<file path="src/rtl/humidity_sensor_frame_decoder_macros.svh">
// Assertion macros shared by the frame decoder RTL.
`ifndef HUMIDITY_SENSOR_FRAME_DECODER_MACROS_SVH
`define HUMIDITY_SENSOR_FRAME_DECODER_MACROS_SVH

// Same-cycle implication, checked on every rising clock edge out of reset.
`define HSFD_ASSERT_SAME(label, ante, cons, msg) \
  label: assert property (@(posedge clk) disable iff (!rst_n) (ante) |-> (cons)) \
    else $error(msg);

// Next-cycle implication, checked on every rising clock edge out of reset.
`define HSFD_ASSERT_NEXT(label, ante, cons, msg) \
  label: assert property (@(posedge clk) disable iff (!rst_n) (ante) |=> (cons)) \
    else $error(msg);

`endif

</file>
<file path="src/rtl/hsfd_pkg.sv">
// Types and constants shared by the humidity sensor frame decoder.
package hsfd_pkg;

  localparam logic [7:0]  CRC_POLY    = 8'h31;
  localparam logic [7:0]  CRC_INIT    = 8'hFF;
  localparam logic [14:0] TEMP_SCALE  = 15'd17500;
  localparam logic [15:0] TEMP_OFFSET = 16'd4500;
  localparam logic [13:0] HUM_SCALE   = 14'd10000;
  localparam logic [15:0] FULL_SCALE  = 16'd65535;

  typedef enum logic [2:0] {
    POS_TEMP_HI  = 3'd0,
    POS_TEMP_LO  = 3'd1,
    POS_TEMP_CRC = 3'd2,
    POS_HUM_HI   = 3'd3,
    POS_HUM_LO   = 3'd4,
    POS_HUM_CRC  = 3'd5
  } pos_t;

  typedef enum logic [1:0] {
    STATUS_OK       = 2'd0,
    STATUS_TEMP_CRC = 2'd1,
    STATUS_HUM_CRC  = 2'd2
  } status_t;

  typedef struct packed {
    logic [7:0] data_byte;
    logic       frame_start;
  } in_item_t;

  typedef struct packed {
    logic signed [14:0] temperature_centi;
    logic        [13:0] humidity_centi;
    logic        [15:0] raw_temperature;
    logic        [15:0] raw_humidity;
    status_t            status;
  } out_item_t;

endpackage

</file>
<file path="src/rtl/hsfd_crc8.sv">
// Byte-wide CRC-8 update, polynomial 0x31, MSB first.
module hsfd_crc8 (
  input  logic [7:0] crc_in,
  input  logic [7:0] data_in,
  output logic [7:0] crc_out
);
  import hsfd_pkg::*;

  always_comb begin
    logic [7:0] c;
    c = crc_in ^ data_in;
    for (int k = 0; k < 8; k++) begin
      if (c[7]) begin
        c = {c[6:0], 1'b0} ^ CRC_POLY;
      end else begin
        c = {c[6:0], 1'b0};
      end
    end
    crc_out = c;
  end

endmodule

</file>
<file path="src/rtl/hsfd_scale.sv">
// Scales the raw sensor words to hundredths of a degree and of a percent.
module hsfd_scale (
  input  logic        [15:0] raw_temp,
  input  logic        [15:0] raw_hum,
  output logic signed [14:0] temp_centi,
  output logic        [13:0] hum_centi
);
  import hsfd_pkg::*;

  // floor(x / 65535) with x = q * 65536 + r equals q plus one when q + r
  // reaches 65535; q + r stays below twice 65535 for these products.
  logic [30:0] t_prod;
  logic [14:0] t_q;
  logic [16:0] t_sum;
  logic [14:0] t_floor;
  logic [15:0] t_signed;
  logic [29:0] h_prod;
  logic [13:0] h_q;
  logic [16:0] h_sum;

  always_comb begin
    t_prod   = 31'(raw_temp) * 31'(TEMP_SCALE);
    t_q      = t_prod[30:16];
    t_sum    = 17'(t_q) + 17'(t_prod[15:0]);
    t_floor  = t_q + 15'(t_sum >= 17'(FULL_SCALE));
    t_signed = 16'(t_floor) - TEMP_OFFSET;
    temp_centi = signed'(t_signed[14:0]);

    h_prod    = 30'(raw_hum) * 30'(HUM_SCALE);
    h_q       = h_prod[29:16];
    h_sum     = 17'(h_q) + 17'(h_prod[15:0]);
    hum_centi = h_q + 14'(h_sum >= 17'(FULL_SCALE));
  end

endmodule

</file>
<file path="src/rtl/humidity_sensor_frame_decoder.sv">
// Top level of the humidity sensor frame decoder: input stage, frame tracking, result register.
// Output: the result register captures a frame's reading when its sixth byte leaves the input
// register, and it holds out_valid high until the result transfers out.
// Throughput: one byte per cycle; the input register, frame logic and result register form a
// two-stage pipeline, and only a held result can stall a sixth byte in the input register.
// Reset: rst_n is synchronous and active low; it empties both stages, sets the byte position to
// the first byte of a frame and loads the running CRC with its initial value 0xFF.
`include "humidity_sensor_frame_decoder_macros.svh"

module humidity_sensor_frame_decoder (
  input  logic                 clk,
  input  logic                 rst_n,
  input  logic                 in_valid,
  output logic                 in_ready,
  input  hsfd_pkg::in_item_t   in_data,
  output logic                 out_valid,
  input  logic                 out_ready,
  output hsfd_pkg::out_item_t  out_data
);
  import hsfd_pkg::*;

  // Input stage: one received byte waits here for the frame logic.
  logic      s1_valid_r, s1_valid_nxt;
  in_item_t  s1_data_r;

  // Frame state, updated once for every byte that leaves the input stage.
  pos_t        pos_r, pos_nxt, pos_eff;
  logic [7:0]  crc_r, crc_nxt;
  logic [15:0] temp_word_r, temp_word_nxt;
  logic        temp_bad_r, temp_bad_nxt;
  logic [7:0]  hum_hi_r, hum_hi_nxt;
  logic [7:0]  hum_lo_r, hum_lo_nxt;

  // Result register.
  logic       out_valid_r, out_valid_nxt;
  out_item_t  out_data_r, out_data_nxt;

  logic        in_xfer;
  logic        s1_go;
  logic        s1_fire;
  logic        emit;
  logic [7:0]  crc_base;
  logic [7:0]  crc_fed;
  logic signed [14:0] temp_centi;
  logic        [13:0] hum_centi;
  status_t     status_val;

  // A frame-start flag, or a position code outside the frame, makes this byte the first one.
  always_comb begin
    if (s1_data_r.frame_start || !(pos_r inside {[POS_TEMP_HI:POS_HUM_CRC]})) begin
      pos_eff = POS_TEMP_HI;
    end else begin
      pos_eff = pos_r;
    end
  end

  // Only the final byte of a frame needs room in the result register.
  assign s1_go    = (pos_eff != POS_HUM_CRC) || !out_valid_r || out_ready;
  assign s1_fire  = s1_valid_r && s1_go;
  assign emit     = s1_fire && (pos_eff == POS_HUM_CRC);
  assign in_ready = !s1_valid_r || s1_go;
  assign in_xfer  = in_valid && in_ready;

  // The CRC restarts from its initial value on the high byte of each word.
  assign crc_base = ((pos_eff == POS_TEMP_HI) || (pos_eff == POS_HUM_HI)) ? CRC_INIT : crc_r;

  hsfd_crc8 u_crc8 (
    .crc_in  (crc_base),
    .data_in (s1_data_r.data_byte),
    .crc_out (crc_fed)
  );

  hsfd_scale u_scale (
    .raw_temp   (temp_word_r),
    .raw_hum    ({hum_hi_r, hum_lo_r}),
    .temp_centi (temp_centi),
    .hum_centi  (hum_centi)
  );

  // A bad temperature CRC is reported ahead of a bad humidity CRC.
  always_comb begin
    if (temp_bad_r) begin
      status_val = STATUS_TEMP_CRC;
    end else if (crc_r != s1_data_r.data_byte) begin
      status_val = STATUS_HUM_CRC;
    end else begin
      status_val = STATUS_OK;
    end
  end

  // Next byte position.
  always_comb begin
    pos_nxt = pos_r;
    if (s1_fire) begin
      case (pos_eff)
        POS_TEMP_HI:  pos_nxt = POS_TEMP_LO;
        POS_TEMP_LO:  pos_nxt = POS_TEMP_CRC;
        POS_TEMP_CRC: pos_nxt = POS_HUM_HI;
        POS_HUM_HI:   pos_nxt = POS_HUM_LO;
        POS_HUM_LO:   pos_nxt = POS_HUM_CRC;
        POS_HUM_CRC:  pos_nxt = POS_TEMP_HI;
        default:      pos_nxt = POS_TEMP_LO;
      endcase
    end
  end

  // Data updates for each byte position.
  always_comb begin
    crc_nxt       = crc_r;
    temp_word_nxt = temp_word_r;
    temp_bad_nxt  = temp_bad_r;
    hum_hi_nxt    = hum_hi_r;
    hum_lo_nxt    = hum_lo_r;
    if (s1_fire) begin
      case (pos_eff)
        POS_TEMP_HI: begin
          crc_nxt       = crc_fed;
          temp_word_nxt = {s1_data_r.data_byte, 8'h00};
        end
        POS_TEMP_LO: begin
          crc_nxt       = crc_fed;
          temp_word_nxt = {temp_word_r[15:8], s1_data_r.data_byte};
        end
        POS_TEMP_CRC: begin
          temp_bad_nxt = (crc_r != s1_data_r.data_byte);
          crc_nxt      = CRC_INIT;
        end
        POS_HUM_HI: begin
          crc_nxt    = crc_fed;
          hum_hi_nxt = s1_data_r.data_byte;
        end
        POS_HUM_LO: begin
          crc_nxt    = crc_fed;
          hum_lo_nxt = s1_data_r.data_byte;
        end
        POS_HUM_CRC: begin
          crc_nxt = CRC_INIT;
        end
        default: begin
          crc_nxt = crc_r;
        end
      endcase
    end
  end

  // The result register refills on the final byte and empties on an output transfer.
  always_comb begin
    out_data_nxt = out_data_r;
    if (emit) begin
      out_valid_nxt                  = 1'b1;
      out_data_nxt.temperature_centi = temp_centi;
      out_data_nxt.humidity_centi    = hum_centi;
      out_data_nxt.raw_temperature   = temp_word_r;
      out_data_nxt.raw_humidity      = {hum_hi_r, hum_lo_r};
      out_data_nxt.status            = status_val;
    end else if (out_ready) begin
      out_valid_nxt = 1'b0;
    end else begin
      out_valid_nxt = out_valid_r;
    end
  end

  always_comb begin
    if (in_xfer) begin
      s1_valid_nxt = 1'b1;
    end else if (s1_fire) begin
      s1_valid_nxt = 1'b0;
    end else begin
      s1_valid_nxt = s1_valid_r;
    end
  end

  always_ff @(posedge clk) begin
    if (!rst_n) begin
      s1_valid_r  <= 1'b0;
      out_valid_r <= 1'b0;
      pos_r       <= POS_TEMP_HI;
      crc_r       <= CRC_INIT;
      temp_bad_r  <= 1'b0;
    end else begin
      s1_valid_r  <= s1_valid_nxt;
      out_valid_r <= out_valid_nxt;
      pos_r       <= pos_nxt;
      crc_r       <= crc_nxt;
      temp_bad_r  <= temp_bad_nxt;
    end
  end

  // Payload registers carry no reset; each is written before it is read.
  always_ff @(posedge clk) begin
    if (in_xfer) begin
      s1_data_r <= in_data;
    end
    temp_word_r <= temp_word_nxt;
    hum_hi_r    <= hum_hi_nxt;
    hum_lo_r    <= hum_lo_nxt;
    out_data_r  <= out_data_nxt;
  end

  assign out_valid = out_valid_r;
  assign out_data  = out_data_r;

  // A final byte that meets a held result must keep the input closed.
  `HSFD_ASSERT_SAME(a_final_byte_stall, s1_valid_r && (pos_eff == POS_HUM_CRC) && out_valid_r && !out_ready, !in_ready, "final byte not stalled behind held result")
  // Every completed frame shows up as a valid result in the next cycle.
  `HSFD_ASSERT_NEXT(a_emit_shows_result, emit, out_valid, "completed frame produced no result")
  // The humidity word always starts from a freshly seeded CRC.
  `HSFD_ASSERT_SAME(a_crc_seeded, pos_r == POS_HUM_HI, crc_r == CRC_INIT, "CRC not reseeded before humidity word")

endmodule

</file>
<file path="config.mk">
export PLATFORM = sky130hd
export DESIGN_NAME = humidity_sensor_frame_decoder
export DESIGN_NICKNAME = d
export VERILOG_FILES = /design/src/rtl/hsfd_pkg.sv /design/src/rtl/hsfd_crc8.sv /design/src/rtl/hsfd_scale.sv /design/src/rtl/humidity_sensor_frame_decoder.sv
export VERILOG_INCLUDE_DIRS = /design/src /design/src/rtl
export SDC_FILE = /design/constraint.sdc
export NUM_CORES = 1
export LEC_CHECK = 0
export BUFFER_PORTS_ARGS = -buffer_cell sky130_fd_sc_hd__buf_2
export CORE_MARGIN = 2
export CORE_UTILIZATION = 55
export CTS_CLUSTER_SIZE = 10
export DETAILED_ROUTE_END_ITERATION = 6
export PLACE_DENSITY = 0.79
export SLEW_MARGIN = 25
export SYNTH_ARGS = -nofsm -noshare
export SYNTH_HDL_FRONTEND = slang
export SYNTH_SLANG_ARGS = --single-unit
</file>
<file path="constraint.sdc">
create_clock -name clk -period 8.1 [get_ports clk]
set_input_delay 1.62 -clock clk [delete_from_list [all_inputs] [get_ports clk]]
set_output_delay 1.62 -clock clk [all_outputs]
set_load 0.05 [all_outputs]
</file>
==> impl_results.md <==
* Worst endpoint required time at 8.37 ns
* Port bufs at 77
* DRT antenna net count at 0
* Switching pwr at 1.62 mW
* Relative slew slack at 27.2%
* Multi-input gate area at 7620 µm²
* Routed wl met2 at 12.0 mm
* Synth Net Count at 1428
* Hold_buf cts at 0
* DR DRC count at 0
* Flops & latches, synth at 118
* Avg WL per Cell at 16.1 µm
* Crit path DAT at 8.11 ns
* DR top layer: met4
* DR iter-0 viols at 513
* I/O pin count at 78
* Grt total ovfl at 0
* Final TNS setup at 0 ns
* Clk sinks at 118
* CTS HTree Levels at 4
* Fin nets at 1564
* Fin crit period at 7.84 ns
* Post-DP HPWL at 18.9 mm
* Synth Flop Type: edfxtp_1
* First-pass GRT wire length at 39.1 mm
* Total track usage at 22.3%
* Crit Path Class: flip-flop to flip-flop
* Final Cycle Share at 96.8%
* Crit path max fanout at 5
* GPL Wtd Cong at 0.927
* Internal at 2.21 mW
* Vias in the first global route at 8134
* Worst IR drop on VDD at 0.220 mV
* Worst skew pair latency at 0.43 ns
* CP max stage cell: fa_1
* Fraction of layout cells with a size suffix above 1 at 16.7%
* Final non-filler cell total at 1562
* Crit-path max cell delay at 0.53 ns
* Worst slew pin tran at 1.09 ns
* Top cells by area, synth: edfxtp_1 27%, ha_1 21%, fa_1 14%, inv_1 7.6%, xnor2_1 5.0%
* Ys async rst share at 0%
* Cells after DPL at 1507
* Logic pwr share at 60.1%
* Leak at 6.49 nW
* First-pass iteration count of the detailed router at 5
* EDFF count, synth at 104
* WL final at 25.1 mm
* Warnings from Yosys at 0
* Hold WC Path Type: flip-flop to flip-flop
* Filler cells at 1584
* Clock Root Buffer: clkbuf_16
* Part of the Yosys area used for sequential elements at 29.1%
* Reg area at 3400 µm²
* Flop pwr share at 19.7%
* CTS tree: done
* Via count at 8575
* Die W at 150 µm
* Final setup viols at 0
* Largest net degree at the start of global routing at 62
* Synth Instances at 1138
* Die height at 150 µm
* Reg clk slew, reported paths at 0.06 ns
* Startpoint Class: flip-flop
* Crit end category: flip-flop
* Netlist cell types at 70
* Max Cap Viol at 0
* Initial Utilization at 55.8%
* Cell Area, Synth at 11700 µm²
* Routed met1 length at 11.5 mm
* Core footprint at 21000 µm²
* Part of the power in the clock network at 20.2%
* Vias per Instance at 5.49
* Ant diodes at 0
* Rows at 53
* P&R area growth vs syn at 16.5%
* Clock Tree Buf Depth at 2
* Syn avg cell area at 10.3 µm²
* Slew Viols, Final at 0
* Antenna violations before repair at 0
* Hold Violations, Final at 0
* Outcome: completed
* Largest area contributor in the netlist: edfxtp_1
* Sw Ratio at 42.3%
* Die ar. at 22400 µm²
* Power Density at 282 nW/µm²
* Num CTS Buffers at 17
* Metal3 WL at 1.06 mm
* Share of the synthesized area in the top cell type at 26.7%
* Fin Clk Skew at 0.0106 ns
* Fmax at 128 MHz
-- flip-flops by register name, indices dropped and copies added (netlist names) --
| register | count |
|---|---|
| s1_valid_r | 1 |
| crc_r | 8 |
| temp_word_r | 16 |
| s1_data_r | 9 |
| pos_r | 3 |
| out_data | 63 |
| temp_bad_r | 1 |
| out_valid | 1 |
| hum_lo_r | 8 |
| hum_hi_r | 8 |
-- through the flow --
stage	hold slack (ns)	setup WS, ns	util, %	cell area, µm²	power, mW
global route	0.480	-0.0912	64.9	13600	4.11
finish	0.458	0.259	64.9	13600	3.83
global placement	0.447	0.196	60.1	12600	2.72
detailed placement	0.438	-0.00332	60.1	12600	2.77
floorplan	0.425	0.581	-	11700	2.29
CTS	0.463	0.0465	63.0	13200	3.58
-- power by group through the flow --
stage	sequential, mW	combinational [mW]	clock, mW
after floorplan	0.759	1.53	0
after global placement	0.768	1.95	0
after detailed placement	0.768	2.00	0
after CTS	0.756	2.04	0.787
after global routing	0.756	2.54	0.814
final	0.755	2.30	0.775
-- what timing repair did --
action / 4_1_cts / 5_1_grt
setup buffers: 0 / 23
resized for setup: 2 / 45
setup endpoints to repair: 1 / 19
pin swaps: 0 / 7
-- path summary, 6_finish.rpt --
kind | slack [ns] | end | start | cells after the start
max | 0.26 | out_data[62] | temp_word_r[10] | 32
max reg2reg | 0.26 | out_data[62] | temp_word_r[10] | 32
min | 0.46 | out_data[0] | temp_bad_r | 0
min reg2reg | 0.46 | out_data[0] | temp_bad_r | 0
-- area by class of cell --
| class | count | area share [%] |
|---|---|---|
| inverters | 238 | 6.56 |
| repair buffers | 126 | 5.53 |
| multi-input cells | 773 | 56.0 |
| clock inverters | 15 | 1.24 |
| well taps | 275 | 2.53 |
| flip-flops and latches | 118 | 25.0 |
| clock buffers | 17 | 3.13 |
-- metal layers --
layer,global-route usage (%),vias to the layer above
met3,3.35,46
met5,0,-
li1,-,4169
met1,30.6,4141
met4,7.45,0
met2,36.6,219
-- cells in the mapped netlist, types with 3 or more instances --
master / n
nand4_1: 11
nor4_1: 4
and3_1: 6
clkbuf_1: 8
fa_1: 82
inv_1: 237
a2111oi_0: 4
nor2_1: 40
o311ai_1: 3
edfxtp_1: 104
and2_1: 14
o21a_1: 7
o21bai_1: 7
dfxtp_1: 14
a21boi_0: 5
ha_1: 195
xnor2_1: 67
o22ai_1: 10
xor2_1: 36
a31oi_1: 6
a311oi_1: 3
nand2_1: 43
nand2b_1: 9
a211oi_1: 11
nor3_1: 22
a21o_1: 23
a21oi_1: 54
o21ai_1: 3
o31ai_1: 3
o21ai_0: 25
o211ai_1: 7
nor3b_1: 4
a31o_2: 3
nand3_1: 5
or3_1: 4
nor2b_1: 16
-- layout by cell type (no fill, tap or decap), types with 9 or more instances in the layout --
cell       Yosys  routed
a21o_1        23      23
o21ai_0       25      24
nor2_1        40      40
buf_4          0      49
nor2b_1       16      15
xnor2_1       67      61
nand2_1       43      42
edfxtp_1     104     104
inv_1        237     237
o22ai_1       10      10
and2_1        14      14
clkbuf_16      0      17
dfxtp_1       14      14
nand2b_1       9       9
nor3_1        22      18
fa_1          82      81
buf_2          1      77
a21oi_1       54      49
nand4_1       11      11
xor2_1        36      35
ha_1         195     191
-- critical path, delay by kind of cell (launching register included) --
| family | cells | cell delay [ns] |
|---|---|---|
| adders and majority gates | 8 | 3.10 |
| buffers and inverters | 5 | 0.39 |
| xor gates and xnor gates | 1 | 0.11 |
| and+or+nand+nor | 7 | 1.40 |
| muxes | 1 | 0.26 |
| DFF | 1 | 0.46 |
| AOI/OAI and AO/OA | 10 | 1.97 |
-- cell families after synthesis --
kind of cell	after synthesis	synth area share, %
compound gates	197	11.4
fa+ha+maj	277	34.9
flops	118	29.1
simple gates	192	8.55
buf+inv	247	7.94
mux	4	0.364
xor+xnor	103	7.72
No activity file was read; power rests on OpenSTA's default activity.
